<file path="config.mk">
export PLATFORM = sky130hd
export DESIGN_NAME = pwm_timer_with_lock
export DESIGN_NICKNAME = d
export VERILOG_FILES = /design/src/hdl/pwmt_pkg.sv /design/src/hdl/pwm_timer_with_lock.sv
export SDC_FILE = /design/constraint.sdc
export NUM_CORES = 1
export LEC_CHECK = 0
export BUFFER_PORTS_ARGS = -buffer_cell sky130_fd_sc_hd__clkbuf_2
export CORE_ASPECT_RATIO = 1.4
export CORE_UTILIZATION = 33
export DETAILED_ROUTE_END_ITERATION = 7
export PLACE_DENSITY = 0.58
export SLEW_MARGIN = 20
export SYNTH_ARGS = -nofsm -noshare
export SYNTH_HDL_FRONTEND = slang
export SYNTH_SLANG_ARGS = --single-unit
</file>
<file path="constraint.sdc">
create_clock -name clk -period 7.3 [get_ports clk]
set_clock_uncertainty 0.2 [all_clocks]
set_input_delay 0.73 -clock clk [delete_from_list [all_inputs] [get_ports clk]]
set_output_delay 0.73 -clock clk [all_outputs]
set_load 0.1 [all_outputs]
</file>
<file path="src/hdl/pwmt_pkg.sv">
// pwmt_pkg: shared types, constants and register map helpers for the pwm timer
// no dependencies

package pwmt_pkg;

  localparam int COUNT_WIDTH = 32;
  localparam int DATA_WIDTH  = 32;
  localparam int CTL_WIDTH   = 9;

  // control bit positions
  localparam int CTL_EN0_BIT      = 0;
  localparam int CTL_CONT_BIT     = 1;
  localparam int CTL_OUT_EN_BIT   = 3;
  localparam int CTL_DUTY_POS_BIT = 3;
  localparam int CTL_INACT_POS_BIT = 4;
  localparam int CTL_LOCK_BIT     = 6;

  typedef enum logic [1:0] {
    VAR_OLD     = 2'd0,
    VAR_NEWER   = 2'd1,
    VAR_DISPLAY = 2'd2,
    VAR_LOCK    = 2'd3
  } variant_t;

  localparam variant_t VARIANT_RESET = VAR_NEWER;

  typedef enum logic [1:0] {
    CMD_TICK   = 2'd0,
    CMD_READ   = 2'd1,
    CMD_WRITE  = 2'd2,
    CMD_UNUSED = 2'd3
  } command_t;

  typedef enum logic [1:0] {
    REG_CNT  = 2'd0,
    REG_PER  = 2'd1,
    REG_DUTY = 2'd2,
    REG_CTL  = 2'd3
  } reg_kind_t;

  typedef struct packed {
    logic [1:0]            command;
    logic [1:0]            reg_index;
    logic [DATA_WIDTH-1:0] write_data;
  } in_word_t;

  typedef struct packed {
    logic [DATA_WIDTH-1:0] read_data;
    logic                  pwm_level;
    logic                  period_wrap;
  } out_word_t;

  // which register sits at a word offset for a given layout
  function automatic reg_kind_t reg_at(variant_t v, logic [1:0] idx);
    reg_kind_t r;
    r = REG_CNT;
    case (v)
      VAR_OLD: begin
        case (idx)
          2'd0:    r = REG_CNT;
          2'd1:    r = REG_DUTY;
          2'd2:    r = REG_PER;
          default: r = REG_CTL;
        endcase
      end
      VAR_DISPLAY: begin
        case (idx)
          2'd0:    r = REG_CTL;
          2'd1:    r = REG_PER;
          2'd2:    r = REG_DUTY;
          default: r = REG_CNT;
        endcase
      end
      default: begin
        case (idx)
          2'd0:    r = REG_CNT;
          2'd1:    r = REG_PER;
          2'd2:    r = REG_DUTY;
          default: r = REG_CTL;
        endcase
      end
    endcase
    return r;
  endfunction

endpackage

</file>
<file path="src/hdl/pwm_timer_with_lock.sv">
// pwm_timer_with_lock: left-aligned pwm timer with shadow registers and lock
// depends on pwmt_pkg

// Each accepted input word is a tick, a register read or a register write, and
// produces exactly one output word carrying read data, the pin level after the
// step and a wrap flag. All state updates happen in a single pass at the edge
// where the word is accepted, so one word is taken every clock cycle while the
// skid register is empty; the rate is set by the single register stage for the
// state plus a two-entry output buffer (output register and skid register),
// which keeps in_ready high while one finished word waits for out_ready. Each
// result is registered. The variant register (cfg_wr_en / cfg_wr_data) selects
// the register layout, the prescale-by-2 and fixed polarity of the old style and
// the lock bit of the lock variant; it takes effect at once. Period and duty are
// shadowed and become live at a counter wrap, or on any tick while disabled,
// unless the lock bit holds them. The counter is read-only.

module pwm_timer_with_lock
  import pwmt_pkg::*;
(
  input  logic      clk,
  input  logic      rst,
  input  logic      cfg_wr_en,
  input  logic [1:0] cfg_wr_data,
  input  logic      in_valid,
  output logic      in_ready,
  input  in_word_t  in_word,
  output logic      out_valid,
  input  logic      out_ready,
  output out_word_t out_word
);

  // state registers
  variant_t               variant;
  logic [COUNT_WIDTH-1:0] period_shadow, period_shadow_next;
  logic [COUNT_WIDTH-1:0] duty_shadow, duty_shadow_next;
  logic [CTL_WIDTH-1:0]   control_bits, control_bits_next;
  logic [COUNT_WIDTH-1:0] count_value, count_value_next;
  logic [COUNT_WIDTH-1:0] period_live, period_live_next;
  logic [COUNT_WIDTH-1:0] duty_live, duty_live_next;
  logic [1:0]             polarity_live, polarity_live_next;
  logic                   prescale_phase, prescale_phase_next;

  // output buffer
  out_word_t skid_word;
  logic      skid_valid;
  out_word_t result;

  logic       in_fire;
  logic       enabled, locked, advance, do_load, wrap_hit;
  logic       enabled_next, duty_lvl, inact_lvl;
  logic [COUNT_WIDTH:0] count_inc;
  reg_kind_t  kind;
  command_t   cmd;

  assign in_ready = !skid_valid;
  assign in_fire  = in_valid && in_ready;
  assign cmd      = command_t'(in_word.command);
  assign kind     = reg_at(variant, in_word.reg_index);

  // enable and lock come from the current control bits
  always_comb begin
    if (variant == VAR_OLD) begin
      enabled = control_bits[CTL_EN0_BIT] && control_bits[CTL_OUT_EN_BIT];
    end else begin
      enabled = control_bits[CTL_EN0_BIT] && control_bits[CTL_CONT_BIT];
    end
    locked = (variant == VAR_LOCK) && control_bits[CTL_LOCK_BIT];
  end

  // one pass over the accepted word
  always_comb begin
    period_shadow_next  = period_shadow;
    duty_shadow_next    = duty_shadow;
    control_bits_next   = control_bits;
    count_value_next    = count_value;
    period_live_next    = period_live;
    duty_live_next      = duty_live;
    polarity_live_next  = polarity_live;
    prescale_phase_next = prescale_phase;
    result.read_data    = '0;
    wrap_hit            = 1'b0;
    do_load             = 1'b0;
    advance             = 1'b0;
    // one extra bit so count + 1 never overflows the compare
    count_inc           = {1'b0, count_value} + {{COUNT_WIDTH{1'b0}}, 1'b1};

    case (cmd)
      CMD_TICK: begin
        if (!enabled) begin
          count_value_next    = '0;
          prescale_phase_next = 1'b0;
          do_load             = 1'b1;
        end else begin
          advance = 1'b1;
          if (variant == VAR_OLD) begin
            advance             = prescale_phase;
            prescale_phase_next = !prescale_phase;
          end
          if (advance) begin
            if (count_inc >= {1'b0, period_live}) begin
              count_value_next = '0;
              wrap_hit         = 1'b1;
              do_load          = 1'b1;
            end else begin
              count_value_next = count_inc[COUNT_WIDTH-1:0];
            end
          end
        end
      end
      CMD_READ: begin
        case (kind)
          REG_PER:  result.read_data = DATA_WIDTH'(period_shadow);
          REG_DUTY: result.read_data = DATA_WIDTH'(duty_shadow);
          REG_CTL:  result.read_data = DATA_WIDTH'(control_bits);
          default:  result.read_data = DATA_WIDTH'(count_value);
        endcase
      end
      CMD_WRITE: begin
        case (kind)
          REG_PER:  period_shadow_next = in_word.write_data[COUNT_WIDTH-1:0];
          REG_DUTY: duty_shadow_next   = in_word.write_data[COUNT_WIDTH-1:0];
          REG_CTL:  control_bits_next  = in_word.write_data[CTL_WIDTH-1:0];
          default:  ;  // counter is read-only
        endcase
      end
      default: ;  // unused command does nothing
    endcase

    // shadow to live transfer, held off by the lock
    if (do_load && !locked) begin
      period_live_next   = period_shadow;
      duty_live_next     = duty_shadow;
      polarity_live_next = {control_bits[CTL_INACT_POS_BIT], control_bits[CTL_DUTY_POS_BIT]};
    end

    // pin level after the step, from the updated state
    if (variant == VAR_OLD) begin
      duty_lvl     = 1'b1;
      inact_lvl    = 1'b0;
      enabled_next = control_bits_next[CTL_EN0_BIT] && control_bits_next[CTL_OUT_EN_BIT];
    end else begin
      duty_lvl     = polarity_live_next[0];
      inact_lvl    = polarity_live_next[1];
      enabled_next = control_bits_next[CTL_EN0_BIT] && control_bits_next[CTL_CONT_BIT];
    end
    if (!enabled_next) begin
      result.pwm_level = inact_lvl;
    end else if (count_value_next < duty_live_next) begin
      result.pwm_level = duty_lvl;
    end else begin
      result.pwm_level = !duty_lvl;
    end
    result.period_wrap = wrap_hit;
  end

  // state update
  always_ff @(posedge clk) begin
    if (rst) begin
      variant        <= VARIANT_RESET;
      period_shadow  <= '0;
      duty_shadow    <= '0;
      control_bits   <= '0;
      count_value    <= '0;
      period_live    <= '0;
      duty_live      <= '0;
      polarity_live  <= '0;
      prescale_phase <= 1'b0;
    end else begin
      if (cfg_wr_en) begin
        variant <= variant_t'(cfg_wr_data);
      end
      if (in_fire) begin
        period_shadow  <= period_shadow_next;
        duty_shadow    <= duty_shadow_next;
        control_bits   <= control_bits_next;
        count_value    <= count_value_next;
        period_live    <= period_live_next;
        duty_live      <= duty_live_next;
        polarity_live  <= polarity_live_next;
        prescale_phase <= prescale_phase_next;
      end
    end
  end

  // output register plus skid register
  always_ff @(posedge clk) begin
    if (rst) begin
      out_valid  <= 1'b0;
      skid_valid <= 1'b0;
    end else begin
      if (skid_valid) begin
        // no word accepted while the skid holds one
        if (out_ready) begin
          skid_valid <= 1'b0;
        end
      end else if (in_fire) begin
        if (out_valid && !out_ready) begin
          skid_valid <= 1'b1;
        end else begin
          out_valid <= 1'b1;
        end
      end else if (out_ready) begin
        out_valid <= 1'b0;
      end
    end
  end

  // payload registers, no reset
  always_ff @(posedge clk) begin
    if (skid_valid) begin
      if (out_ready) begin
        out_word <= skid_word;
      end
    end else if (in_fire) begin
      if (out_valid && !out_ready) begin
        skid_word <= result;
      end else begin
        out_word <= result;
      end
    end
  end

endmodule

</file>
==> impl_metrics.tcl <==
set metrics [dict create \
    swShare_pct 26.9 \
    timing.rr.start "count_value[14]$_SDFFE_PP0P_" \
    timing.hold.worst_endpoint "variant[0]$_SDFFE_PP1P_" \
    gr-total-overflow 0 \
    register_share_of_total_power_pct 47.8 \
    detailed_place_hpwl_mm 27.8 \
    status "finished clean" \
    clock_latency_ns 0.54 \
    tritoncts_clock_tree "done" \
    clkSlewWorstSetupHoldPaths_ns 0.07 \
    worst_path_dominant_cell_family "simple AND/OR/NAND/NOR gates" \
    layout.nets 1718 \
    detail_route.wirelength.met1_mm 15.8 \
    slew_violations 0 \
    max-vdd-ir-drop_mv 0.140 \
    crit_type "reg2reg" \
    dpl.cell_count 2104 \
    yosys_warnings 0 \
    wire_length_of_the_first_global_routing_pass_mm 62.6 \
    num_vias 11200 \
    detail_route.wirelength_mm 40.3 \
    min_delay_path_depth 2 \
    number_of_antenna_violations_at_the_first_check_in_global_routing 0 \
    synth_enable_flop_cells 68 \
    vias_per_cell 5.21 \
    path_common_cell "sky130_fd_sc_hd__nand4_1" \
    chipWidth_um 170 \
    post-place-ws_ns 0.108 \
    highest_signal_layer "met4" \
    floorplan.initialDensity_pct 33.8 \
    io-pin-count 79 \
    htree_num_levels 1 \
    avgRoutedWirePerCell_um 18.8 \
    cpPeakStageDelay_ns 0.61 \
    met2_length_mm 21.7 \
    numPortBuffers 78 \
    final_layout_size_suffix_gt1_share_pct 12.8 \
    crit_chain "nand4_1 > or3_4 > nor3_4 > nand3_1 > nor2_2 > and3_1 > xor2_1 > ha_1 > nand4_1 > nor4_1 > or3_4 > o21ai_4 > nor3_2 > buf_4 > nor2_1 > ha_1 > nand4_1 > or4_1 > inv_1 > nand3_1 > a2111oi_2 > o41a_1 > o211ai_2" \
    netlist_instances 1588 \
    p_switching_w 0.000805 \
    grt_start_max_net_pins 65 \
    core_region_area_sq_um 38700 \
    drv_cap 0 \
    min_period_ns 6.87 \
    relative_area_change_from_synthesis_to_final_layout_pct 12.7 \
    worst_pin_slew_ns 1.03 \
    crit_fanout 10 \
    cellLeakagePower_nw 5.26 \
    cts_made_buffers 25 \
    clk_root_buffer_cell "sky130_fd_sc_hd__clkbuf_16" \
    met3_wirelength_mm 1.23 \
    detailed_routing_iteration_count_for_the_pre_antenna_repair_pass 7 \
    final_min_period_over_clock_period_pct 94.1 \
    postSynthAreaPerCell_sq_um 8.23 \
    internal_power_w 0.00219 \
    worstReg2RegEnd "out_word[1]$_DFFE_PP_" \
    setup-tns-final_ns 0 \
    critical_path.slowest_cell "sky130_fd_sc_hd__nor4_1" \
    insertedDiodeCount 0 \
    worstRegToRegCells 23 \
    largest_buffer_count_on_any_clock_path 3 \
    remaining_drc_errors 0 \
    cts.hold.buffers_added 0 \
    synth_sequential_area_ratio_pct 42.6 \
    power.clock.fraction_pct 42.1 \
    type_of_origin_of_the_critical_path "flop" \
    worst_slew_margin_rel_pct 31.1 \
    floorplan.rows 85 \
    worst_hold_path_type "in2reg" \
    synth_area_sq_um 13100 \
    finalSetupViolCount 0 \
    powerDensity_nw_per_um2 203 \
    comb_power_share_pct 10.1 \
    dr.first_iter.drc_count 828 \
    postLayoutSetupSlackWorst_ns 0.431 \
    first_global_vias 11100 \
    critPathBufInv 2 \
    min-delay-start "cfg_wr_data[0]" \
    design.die.area_sq_um 40400 \
    die_height_um 238 \
    ys_dominant_reg_cell "sky130_fd_sc_hd__dfxtp_1" \
    routabilityCongestion 0.925 \
    synth_unique_cells 69 \
    worst-endpoint-arrival_ns 6.94 \
    mappedNetlistNets 1695 \
    endpoint_kind "flop" \
    numClockSinks 244 \
    ant_nets 0 \
    max_freq_mhz 146 \
    grt_usage_pct 20.0 \
    stdcell_count 2150 \
    ys_ff_latch 244 \
    final_hold_viol_count 0 \
    synthArstFlopShare_pct 0 \
    worst_reg2reg_setup_slack_ns 0.43 \
    critical_path_required_ns 7.37 \
]
[routing by layer]
layer / track usage [%] / up-vias
met5: 0 / -
met1: 22.0 / 5365
met4: 8.87 / 0
met2: 38.1 / 233
li1: - / 5511
met3: 1.90 / 90
[cells in the final DEF, fill, tap and decap left out, types with 10 or more instances in the layout]
cell / n
sky130_fd_sc_hd__clkbuf_2: 77
sky130_fd_sc_hd__clkbuf_16: 26
sky130_fd_sc_hd__mux2i_1: 35
sky130_fd_sc_hd__buf_4: 33
sky130_fd_sc_hd__xnor2_1: 21
sky130_fd_sc_hd__a22oi_1: 10
sky130_fd_sc_hd__nor3_1: 28
sky130_fd_sc_hd__a21o_1: 15
sky130_fd_sc_hd__xor2_1: 24
sky130_fd_sc_hd__inv_1: 37
sky130_fd_sc_hd__o31ai_1: 25
sky130_fd_sc_hd__mux2_2: 11
sky130_fd_sc_hd__ha_1: 64
sky130_fd_sc_hd__a21oi_1: 227
sky130_fd_sc_hd__edfxtp_1: 68
sky130_fd_sc_hd__nor2_1: 112
sky130_fd_sc_hd__nand4_1: 15
sky130_fd_sc_hd__mux4_2: 10
sky130_fd_sc_hd__nor2b_1: 15
sky130_fd_sc_hd__o21ai_0: 46
sky130_fd_sc_hd__nand3_1: 24
sky130_fd_sc_hd__dfxtp_1: 170
sky130_fd_sc_hd__nand2_1: 403
[how the worst max path moves through the flow]
| stage | cells past startpoint | from | end | slack (ns) |
|---|---|---|---|---|
| 2_1_floorplan | 31 | count_value[4]$_SDFFE_PP0P_ | skid_word[1]$_DFFE_PP_ | 1.21 |
| 3_3_place_gp | 27 | count_value[17]$_SDFFE_PP0P_ | skid_word[1]$_DFFE_PP_ | 0.28 |
| 3_5_place_dp | 28 | count_value[11]$_SDFFE_PP0P_ | skid_word[1]$_DFFE_PP_ | 0.11 |
| 4_1_cts | 28 | count_value[11]$_SDFFE_PP0P_ | skid_word[1]$_DFFE_PP_ | 0.06 |
| 5_1_grt | 28 | count_value[14]$_SDFFE_PP0P_ | skid_word[1]$_DFFE_PP_ | -0.006 |
| 6_report | 23 | count_value[14]$_SDFFE_PP0P_ | out_word[1]$_DFFE_PP_ | 0.43 |
[worst register-to-register path, delay by kind of cell, from the launching register on]
kind                       cells  cell delay (ns)
and+or+nand+nor               14             4.00
AOI/OAI and AO/OA              4             0.88
adders and majority gates      2             0.61
DFF                            1             0.43
buffers and inverters          2             0.39
xor gates and xnor gates       1             0.07
[power groups by stage]
stage / registers, W / logic (W) / clock network (W)
2_1_floorplan: 0.00155 / 0.000122 / 0
3_3_place_gp: 0.00146 / 0.000302 / 0
3_5_place_dp: 0.00146 / 0.000304 / 0
4_1_cts: 0.00143 / 0.000305 / 0.00128
5_1_grt: 0.00143 / 0.000320 / 0.00133
6_report: 0.00143 / 0.000304 / 0.00126
[cells by family after synthesis]
group                      after synthesis  share of synthesized area (%)
DFF                                    244                           42.6
and+or+nand+nor                        660                           21.7
xor gates and xnor gates                45                           3.01
AOI/OAI and AO/OA                      364                           16.0
adders and majority gates               64                           6.12
buffers and inverters                  153                           4.97
muxes                                   58                           5.58
[what timing repair did]
action | in CTS | in global routing
gates resized for setup | 0 | 12
endpoints found under the setup margin | 0 | 2
setup buffers | 0 | 2
endpoints found under the hold margin | 0 | 0
[through the flow]
stage                     hold WS (ns)  area (sq um)  util (%)  power, W
after floorplan                  0.233         13100         -   0.00167
after global placement           0.241         13900      35.9   0.00176
after detailed placement         0.246         13900      35.9   0.00177
after CTS                        0.194         14700      38.0   0.00302
after global routing             0.200         14700      38.1   0.00309
final                            0.207         14700      38.1   0.00300
[flip-flops by register name, indices dropped and copies added, names as in the netlist]
name            count
out_word           34
skid_word          34
count_value        32
duty_live          32
duty_shadow        32
period_live        32
period_shadow      32
control_bits        9
polarity_live       2
variant             2
out_valid           1
prescale_phase      1
skid_valid          1
[cell type report]
class / count / area [sq um]
clock buffers: 35 / 714
clock inverters: 9 / 68.8
fillers: 4062 / 24000
inverters: 37 / 139
multi-input cells: 1191 / 6920
flip-flops and latches: 244 / 5570
well taps: 522 / 653
repair buffers: 112 / 673
[cells in the mapped netlist (all sizes together) (7+ instances only)]
| master | n | area, sq um |
|---|---|---|
| nand2 | 407 | 1540 |
| a21oi | 227 | 1140 |
| dfxtp | 176 | 3520 |
| nor2 | 114 | 447 |
| clkbuf | 76 | 287 |
| edfxtp | 68 | 2040 |
| ha | 64 | 801 |
| o21ai | 52 | 275 |
| buf | 40 | 224 |
| inv | 37 | 139 |
| mux2i | 35 | 350 |
| nor3 | 32 | 175 |
| nand3 | 26 | 140 |
| o31ai | 25 | 188 |
| xor2 | 24 | 210 |
| xnor2 | 21 | 184 |
| a21o | 15 | 113 |
| nand4 | 15 | 93.8 |
| nor2b | 15 | 93.8 |
| mux2 | 13 | 154 |
| or3 | 11 | 73.8 |
| a22oi | 10 | 75.1 |
| mux4 | 10 | 225 |
| a22o | 9 | 78.8 |
| and3 | 8 | 50.1 |
| and2 | 7 | 43.8 |
| nor4 | 7 | 50.1 |
Note: power is estimated with default switching activity, not from simulation.
